`src/hw/rtl/skti_pkg.sv`:
```
package skti_pkg;

  localparam int unsigned CAPACITY = 64;
  localparam int unsigned CNT_W    = $clog2(CAPACITY + 1);
  localparam int unsigned TREE_LVL = $clog2(CAPACITY);
  localparam int unsigned TREE_N   = 1 << TREE_LVL;
  localparam int unsigned LAT      = TREE_LVL + 1;
  localparam int unsigned LAT_W    = $clog2(LAT + 1);

  typedef enum logic [0:0] {
    MODE_INSERT = 1'b0,
    MODE_SEARCH = 1'b1
  } mode_e;

  typedef enum logic [1:0] {
    STATUS_INSERTED = 2'd0,
    STATUS_FULL     = 2'd1,
    STATUS_FOUND    = 2'd2,
    STATUS_MISSING  = 2'd3
  } status_e;

  typedef enum logic [0:0] {
    ST_IDLE   = 1'b0,
    ST_SEARCH = 1'b1
  } state_e;

  typedef struct packed {
    logic [31:0] key;
    logic [31:0] page;
    logic [31:0] offset;
  } entry_t;

  typedef struct packed {
    logic        found;
    logic [31:0] page;
    logic [31:0] offset;
  } hit_t;

  typedef struct packed {
    logic        ins_en;
    entry_t      ins;
    logic [31:0] query;
  } cell_ctl_t;

  typedef struct packed {
    logic in_use;
    logic at_end;
  } cell_pos_t;

  typedef struct packed {
    entry_t entry;
    logic   gt;
    logic   eq;
  } link_t;

  function automatic hit_t hit_or(input hit_t a, input hit_t b);
    hit_t r;
    r.found  = a.found | b.found;
    r.page   = a.page | b.page;
    r.offset = a.offset | b.offset;
    return r;
  endfunction

endpackage

```
`src/hw/rtl/skti_cell.sv`:
```
module skti_cell (
  input  logic                  clk_i,
  input  skti_pkg::cell_ctl_t   ctl_i,
  input  skti_pkg::cell_pos_t   pos_i,
  input  skti_pkg::link_t       left_i,
  output skti_pkg::link_t       link_o,
  output skti_pkg::hit_t        leaf_o
);

  skti_pkg::entry_t entry_q, entry_d;
  skti_pkg::hit_t   leaf_q, leaf_d;
  logic             gt, eq, take_new;

  assign gt       = pos_i.in_use & (entry_q.key > ctl_i.ins.key);
  assign eq       = pos_i.in_use & (entry_q.key == ctl_i.query);
  assign take_new = pos_i.in_use ? gt : pos_i.at_end;

  always_comb begin
    entry_d = entry_q;
    if (ctl_i.ins_en) begin
      if (left_i.gt) begin
        entry_d = left_i.entry;
      end else if (take_new) begin
        entry_d = ctl_i.ins;
      end
    end
  end

  // first of a run of equal keys
  always_comb begin
    leaf_d.found  = eq & ~left_i.eq;
    leaf_d.page   = leaf_d.found ? entry_q.page : '0;
    leaf_d.offset = leaf_d.found ? entry_q.offset : '0;
  end

  always_ff @(posedge clk_i) begin
    entry_q <= entry_d;
    leaf_q  <= leaf_d;
  end

  assign link_o.entry = entry_q;
  assign link_o.gt    = gt;
  assign link_o.eq    = eq;
  assign leaf_o       = leaf_q;

endmodule

```
`config.mk`:
```
export PLATFORM = sky130hd
export DESIGN_NAME = skti_cell
export DESIGN_NICKNAME = d
export VERILOG_FILES = /design/src/hw/rtl/skti_pkg.sv /design/src/hw/rtl/skti_cell.sv
export SDC_FILE = /design/constraint.sdc
export NUM_CORES = 1
export LEC_CHECK = 0
export ABC_AREA = 0
export BUFFER_PORTS_ARGS = -buffer_cell sky130_fd_sc_hd__buf_2
export CAP_MARGIN = 20
export CORE_MARGIN = 3
export CORE_UTILIZATION = 30
export CTS_BUF_LIST = sky130_fd_sc_hd__clkbuf_8
export DETAILED_ROUTE_END_ITERATION = 10
export GPL_TIMING_DRIVEN = 0
export SLEW_MARGIN = 0
export SYNTH_ARGS = -nofsm -noshare
export SYNTH_HDL_FRONTEND = slang
export SYNTH_SLANG_ARGS = --single-unit
```
`constraint.sdc`:
```
create_clock -name clk_i -period 12.9 [get_ports clk_i]
set_clock_uncertainty 0.05 [all_clocks]
set_input_delay 0.645 -clock clk_i [delete_from_list [all_inputs] [get_ports clk_i]]
set_output_delay 0.645 -clock clk_i [all_outputs]
set_load 0.02 [all_outputs]
```
==> results.md, run 1 <==
- The cell at the root of the clock tree is sky130_fd_sc_hd__clkbuf_8.
- After synthesis, the share of flip-flops with an asynchronous set or reset is 0%.
- When the netlist entered floorplanning its net count stood at 799.
- In this run the vertical extent of the chip is 158 µm.
- The launch point of the worst reg-to-reg path is link_o[95]$_DFFE_PP_.
- The final standard cell area without fillers is around 9700 µm².
- The summed negative setup slack over all endpoints is 0 ns.
- The number of CTS-inserted buffers is 17.
- For this run, the share of the core covered by cells in the final layout is a little over two fifths.
- Traced cell by cell, the critical path runs through ha_1, nand4_1, or3_1, a21oi_1, nor4b_1, a21boi_0, buf_4, buf_2.
- Synthesis produced 537 cells.
- The count of input and output buffers is slightly below 400.
- IR analysis of the VDD net gives a maximum drop of 0.0550 mV.
- Leaving out filler cells and counting taps, the final layout contains between 1000 and 1500.
- The average wire per standard cell is 17.3 µm.
- The critical path in this run is classified as flip-flop to output port.
- The final wirelength is 21500 µm.
- The stage delay of the slowest cell on the critical path is around 0.70 ns.
- The final number of hold-violating endpoints is 0.
- The number of antenna diodes in the final layout is 0.
- Across the run, the number of max-cap violations was 0.
- The total setup violations reported at the end of the flow is 0.
- In this run, synthesis produced a sequential element count of 161.
- The critical path crosses 8 cells after its start point.
- The number of buffers inserted by post-CTS setup repair is 0.
- The kind of cell adding the most delay to the critical path is simple AND/OR/NAND/NOR gates.
- Detailed placement finished with a half-perimeter wire length of 18000 µm.
- The initial antenna violation count is 2.
- Measured along the x axis, the die boundary spans 158 µm.
- The die covers between 20000 and 25000 µm².
- Based on the critical path, the design can be clocked at up to 269 MHz.
- The number of hold buffers added after cts is 0.
- The post-synthesis average cell area is 12.8 µm².
- Once placement completed, the tool counted placed cells totaling 1212.
- The global-route wire length before repair is 30400 µm.
- The most frequently used flop master after synthesis is sky130_fd_sc_hd__edfxtp_1.
- The worst min-delay path category is flip-flop to flip-flop.
- The worst path buffer plus inverter count is 2.
- The register-to-register setup slack is 9.75 ns.
- In this run, distinct cell masters in the synthesized netlist total 35.
- The transition time at the pin with the least slew margin is 0.919 ns.
- The area growth from synthesis to layout is 40.9%.
- The remaining global-route overflow is 0.
- The count of clock tree sinks is 161.
- The via count is 5505.
- TritonCTS built the clock tree.
- The floorplan has 54 rows.
- The run finished with clean final reports.
- The global-route usage over all layers is approximately 17%.
- Sequential cells were found to cover roughly three fifths of the synthesized design area.
- The critical path capture point type is an output port.
- In this run the count of I/O pins placed on the die edge is 393.
- Subtracting the final worst setup slack from the clock period gives 3.72 ns.
- The initial utilization of the core area, before any placement, comes to 31.1%.
- The count of cells along the worst register-to-register path is 8.
- Yosys printed 0 warnings.
- The endpoint arrival time on the critical path is 3.02 ns.
- Clock-pin slew was measured on the worst setup and hold paths at 0.10 ns.
- The routability congestion estimate is ~0.85.
- In the layout the commonest cells are 392 x sky130_fd_sc_hd__buf_2, 96 x sky130_fd_sc_hd__edfxtp_1, 65 x sky130_fd_sc_hd__mux2_2, 65 x sky130_fd_sc_hd__dfxtp_1, 64 x sky130_fd_sc_hd__and2_1.
- The via count of the first global-routing pass was 5483.
- The count of instances resized after the clock tree is built is 0.
- The maximum net fanout on the critical path is 3.
- The launching instance or port of the critical path is link_o[95]$_DFFE_PP_.
- After layout, the worst path uses ~29% of the clock period.
- The worst path required time is 12.20 ns.
- The fraction of layout instances using a drive strength above 1 is 52.2%.
- The most critical setup path has its endpoint at link_o[1].
- The first-pass detailed-route iteration total is 4.
- The largest buffer count on any clock path is 2.
- The placeable core area is between 20000 and 25000 µm².
- Setup repair after global routing left no endpoint under its margin.
- The element type at the critical path start is a flip-flop.
- Leaving out fill and tap cells, the most frequent cell in the layout is sky130_fd_sc_hd__buf_2.
- After detailed routing, the number of remaining DRC violations is 0.
- In this run, the number of DRC markers left after iteration 0 of detailed routing was about 200.
- The count of nets left with antenna violations after detail routing is 0.
- Dividing total power by cell area gives a power density of approximately 120 nW/µm².
- In this run the critical register-to-register path is captured at link_o[4]$_DFFE_PP_.
- The post-synthesis instance area is 6890 µm².
- After detailed placement, the total cell area comes to 9310 µm².
- The clock tree synthesis step divided the H-tree into 4 levels.
- The cell with the largest stage delay on the worst path is sky130_fd_sc_hd__nor4b_1.
- The worst-skew pair later-pin latency is 0.44 ns.
- The detailed-route vias per instance is 4.43.
- Headroom to the max-slew limit came out at 38.7%.
- The static leakage power is 0.00461 µW.
- Counting flops with a built-in enable in the synthesized netlist gives 96.
- Entering global routing, the biggest net connects 29 pins.
- The number of nets at the end of the flow is between 1000 and 1500.
- The final number of max-transition violations was 0.
[flip-flops by register name, summed over array words and instances, names as in the netlist]
signal  cells
leaf_o     65
link_o     96
[metal layers]
layer  global-route usage (%)  vias to the layer above  part of all wire, %
met3                     4.67                       17                  7.6
met2                     31.6                      240                   54
met1                     17.9                     2530                   37
met4                     4.05                        2                  1.3
met5                        0                        -                0.032
li1                         -                     2716                    -
[cells by family (layout without fill, tap and decap cells)]
kind of cell,count (synthesis),count (layout),share of synthesized area (%)
compound gates,60,60,4.89
xor+xnor,32,32,4.07
fa+ha+maj,32,32,5.81
buf+inv,56,483,3.32
flops,161,161,60.7
mux,65,65,10.6
simple gates,131,131,10.6
[area by class of cell]
type,instances,area (µm²)
multi-input combinational,320,2490
timing repair buffer,395,2050
inverter,33,124
clock buffer,17,234
tap,280,350
buffer,23,105
sequential,161,4180
clock inverter,15,164
fill,2153,12500
[metrics by stage]
stage | power, µW | hold slack, ns | setup WS (ns)
finish | 1130 | 0.410 | 9.18
global placement | 783 | 0.398 | 2.44
detailed placement | 784 | 0.402 | 9.22
CTS | 1150 | 0.392 | 9.01
floorplan | 696 | 0.558 | 5.31
global route | 1180 | 0.400 | 8.98
[worst min-delay path by stage]
| stage | to | from | depth (start not counted) |
|---|---|---|---|
| 3_5_place_dp | leaf_o[56]$_SDFF_PN0_ | link_o[58]$_DFFE_PP_ | 1 |
| 2_1_floorplan | leaf_o[0]$_SDFF_PN0_ | link_o[2]$_DFFE_PP_ | 1 |
| 3_3_place_gp | leaf_o[12]$_SDFF_PN0_ | link_o[14]$_DFFE_PP_ | 1 |
| 5_1_grt | link_o[72]$_DFFE_PP_ | left_i[72] | 3 |
| 4_1_cts | link_o[75]$_DFFE_PP_ | left_i[75] | 3 |
| 6_report | leaf_o[9]$_SDFF_PN0_ | link_o[11]$_DFFE_PP_ | 1 |
[synth_stat cells (5+ instances only)]
cell type | instances | area (µm²)
sky130_fd_sc_hd__mux2_2 | 65 | 732
sky130_fd_sc_hd__dfxtp_1 | 65 | 1300
sky130_fd_sc_hd__nand2_1 | 34 | 128
sky130_fd_sc_hd__a21o_1 | 5 | 37.5
sky130_fd_sc_hd__clkbuf_2 | 5 | 25.0
sky130_fd_sc_hd__ha_1 | 32 | 400
sky130_fd_sc_hd__xor2_1 | 29 | 254
sky130_fd_sc_hd__o21ai_0 | 32 | 160
sky130_fd_sc_hd__nor4_1 | 7 | 43.8
sky130_fd_sc_hd__inv_1 | 33 | 124
sky130_fd_sc_hd__edfxtp_1 | 96 | 2880
sky130_fd_sc_hd__and2_1 | 64 | 400
sky130_fd_sc_hd__nand4_1 | 10 | 62.6
sky130_fd_sc_hd__a21oi_1 | 14 | 70.1
sky130_fd_sc_hd__clkbuf_1 | 14 | 52.6
sky130_fd_sc_hd__nand3_1 | 7 | 35.0
[power by group]
part           total (µW)  switching [µW]  internal, µW
logic                 179             100          79.4
clock network         358             212           146
registers             590            15.0           575
Power figures use the tool's default switching activity.
==> run 2, diff against run 1 <==
- clock period: 12.9 -> 3 ns (I/O delays scaled with it)
==> run 2 against run 1 <==
Against the previous run: cell count up 15%; flip-flop and latch count is the same; via count grew 17%; routed wire length up 14%; power increased to 4.6 times the previous value; critical path depth unchanged; die area did not move; count of clock-buffer cells in the layout unchanged; largest power group unchanged; setup slack lost 9.0 ns; core utilization up 8.9 points.
==> results.md, run 2 (same netlist as run 1, synthesis figures left out) <==
- The fraction of layout instances using a drive strength above 1 is 45.6%.
- The die is approximately 160 µm tall.
- The finished cells cover ~12000 µm².
- Before antenna repair, the detailed router went through 4 iterations.
- Leaving out fill and tap cells, the most frequent cells in the layout are 392 x sky130_fd_sc_hd__buf_2, 178 x sky130_fd_sc_hd__dlygate4sd3_1, 96 x sky130_fd_sc_hd__edfxtp_1.
- The total setup violations reported at the end of the flow is 0.
- The most critical setup path has its endpoint at link_o[1].
- The routability congestion estimate is 0.786.
- The tightest min-delay check is of the input port to flip-flop type.
- The total DRC errors in the routed layout is 0.
- The post-route fraction of the period consumed by the critical path is 95.5%.
- The post-place setup slack is -0.442 ns.
- The clock share of power is 30.7%.
- The worst setup path is launched from a flip-flop.
- Counting tap cells, the placed design contains a total of around 1200 instances.
- The net switching power is 1510 µW.
- The H-tree depth is 4.
- The final wirelength is around 25000 µm.
- The global-route wire length before repair is 35700 µm.
- The static leakage power is 0.00543 µW.
- The power consumption is 5160 µW.
- In the final design database the tool counted 1405 nets.
- The global-route usage over all layers is a little under a fifth.
- By startpoint and endpoint, the worst setup path is classified as flip-flop to output port.
- The maximum vdd ir drop is 0.243 mV.
- In this run the worst setup path begins at link_o[67]$_DFFE_PP_.
- The register with the most flip-flops in the layout has 96 of them.
- The count of nets left with antenna violations after detail routing is 0.
- For the worst-skew pair, the clock arrives at the later sink with an insertion delay of 0.44 ns.
- The count of clock tree sinks is about 160.
- The clock passes through at most 2 buffers.
- The count of inserted antenna diode cells is 0.
- The flow ran to the end, and the final reports show no timing, DRC or antenna violations.
- During I/O placement, the number of pins put on the boundary was 393.
- The via count of the first global-routing pass came to 6708.
- The final route contains 6450 vias.
- Port buffering added just under 400 buffers.
- Summed over all nets, the half-perimeter wirelength after detailed placement is ~18000 µm.
- The endpoint identified for the worst register-to-register timing path is link_o[27]$_DFFE_PP_.
- TritonCTS built the clock tree.
- In this run the power density over the cells is 442 nW/µm².
- The count of cells along the worst register-to-register path is 9.
- The endpoint arrival time on the critical path is around 2.7 ns.
- The transition time at the pin with the least slew margin is 0.982 ns.
- Leaving out fill and tap cells, the most frequent cell in the layout is sky130_fd_sc_hd__buf_2.
- The detailed-route vias per instance is 4.49.
- The die span in x is 158 µm.
- Of all nets on the critical path, the largest fanout is 3.
- The number of DRC violations after detailed-routing iteration 0 is 236.
- In the post-route analysis, the smallest setup slack over all paths is around 0.14 ns.
- The initial cell density of the core is 31.1%.
- The part of the power in combinational logic is ~20%.
- The worst setup path is captured at an output port.
- The register-to-register setup slack is 0.15 ns.
- After detailed routing, the average wire length per cell comes to 17.1 µm.
- Buffers inserted during clock tree synthesis total 17.
- The pin count of the biggest net entering global routing is 29.
- The layout has 1917 filler cells.
- The switching part of the total power is 29.3%.
- The die covers 24800 µm².
- The remaining global-route overflow is 0.
- The remaining max-slew budget at the tightest pin is 34.5%.
- In this run the standard cell core region covers 22200 µm².
- Relative to the synthesized area, the layout overhead comes to 69.4%.
- The upper clock frequency limit is between 300 and 400 MHz.
- The launch point of the worst reg-to-reg path is link_o[91]$_DFFE_PP_.
- The total area of multi-input combinational cells is 2600 µm².
- Sequential cells account for 49.1% of the total power.
- At the worst endpoint, the required time is 2.80 ns.
- The tool flagged a number of max-cap violations equal to 0.
- The final number of max-transition violations is 0.
- The clock slew at the register clock pins of the worst setup and hold paths is 0.10 ns.
- The cell at the root of the clock tree is sky130_fd_sc_hd__clkbuf_8.
- The post-place instance area is 9310 µm².
- The time the worst path needs with I/O delays and setup is approximately 2.9 ns.
- The internal portion of the total power is ~3600 µW.
- The final cell count without fillers is 1436.
- The final number of hold-violating endpoints is 0.
- In this run the core area contains 54 standard-cell rows.
- The initial antenna violation count is 0.
- Registers take ~4200 µm².
## run 2: cell count changes in the layout (fill, tap and decap cells not counted), moves of 2 or more
cell / delta
sky130_fd_sc_hd__dlygate4sd3_1: +178
sky130_fd_sc_hd__buf_4: +14
sky130_fd_sc_hd__ha_1: -3
sky130_fd_sc_hd__ha_4: +3
sky130_fd_sc_hd__buf_16: -2
## run 2: what timing repair did
action                                  CTS  global route
hold endpoints to repair                 96             0
pin swaps                                 1             5
buffers inserted                          3            11
gates cloned                              1             0
endpoints found under the setup margin   97            38
gates resized for setup                   8             4
hold buffers                            178             0
## run 2: final cells by class
type / count / share of cell area (%)
Clock inverter: 15 / 1.40
Buffer: 23 / 0.901
Clock buffer: 17 / 2.01
Multi-Input combinational cell: 321 / 22.3
Timing Repair Buffer: 586 / 33.5
Inverter: 33 / 1.06
Tap cell: 280 / 3.00
Sequential cell: 161 / 35.9
## run 2: through the flow
step                      hold WS (ns)  TNS (ns)  utilization, %
after floorplan                  0.287    -72.74               -
after detailed placement         0.381    -25.43            42.0
after CTS                      0.00169         0            52.2
after global placement           0.379   -166.72            41.7
after global routing           0.00664   -0.0155            52.7
final                           0.0284         0            52.7
## run 2: how the worst min path moves through the flow
stage,start,end,slack [ns],cells past startpoint
3_5_place_dp,left_i[95],link_o[95]$_DFFE_PP_,0.38,3
3_3_place_gp,left_i[77],link_o[77]$_DFFE_PP_,0.38,3
4_1_cts,ctl_i[107],link_o[77]$_DFFE_PP_,0.002,3
6_report,left_i[0],leaf_o[64]$_DFF_P_,0.03,3
5_1_grt,ctl_i[107],link_o[77]$_DFFE_PP_,0.007,3
2_1_floorplan,left_i[96],link_o[96]$_DFFE_PP_,0.29,2
## run 2: routing by layer
metal,part of all wire [%],GRT usage (%),up-vias
met2,53,36.0,285
met1,38,20.6,3026
met5,0,0,-
li1,-,-,3102
met4,2.4,5.91,0
met3,7.0,4.51,37
## run 2: worst max-delay path, cell delays in order (launching register included)
cell	delay (ns)
sky130_fd_sc_hd__edfxtp_1	0.47
sky130_fd_sc_hd__ha_1	0.32
sky130_fd_sc_hd__nor2b_1	0.13
sky130_fd_sc_hd__o211ai_1	0.31
sky130_fd_sc_hd__a2111oi_4	0.15
sky130_fd_sc_hd__o31ai_4	0.38
sky130_fd_sc_hd__a21boi_1	0.14
sky130_fd_sc_hd__buf_4	0.16
sky130_fd_sc_hd__buf_2	0.15
## run 2: power by group through the flow
stage	Clock (µW)	Sequential [µW]	Combinational, µW
2_1_floorplan	0	2700	283
3_3_place_gp	0	2590	764
3_5_place_dp	0	2590	785
4_1_cts	1630	2540	1020
5_1_grt	1730	2550	1130
6_report	1580	2530	1040
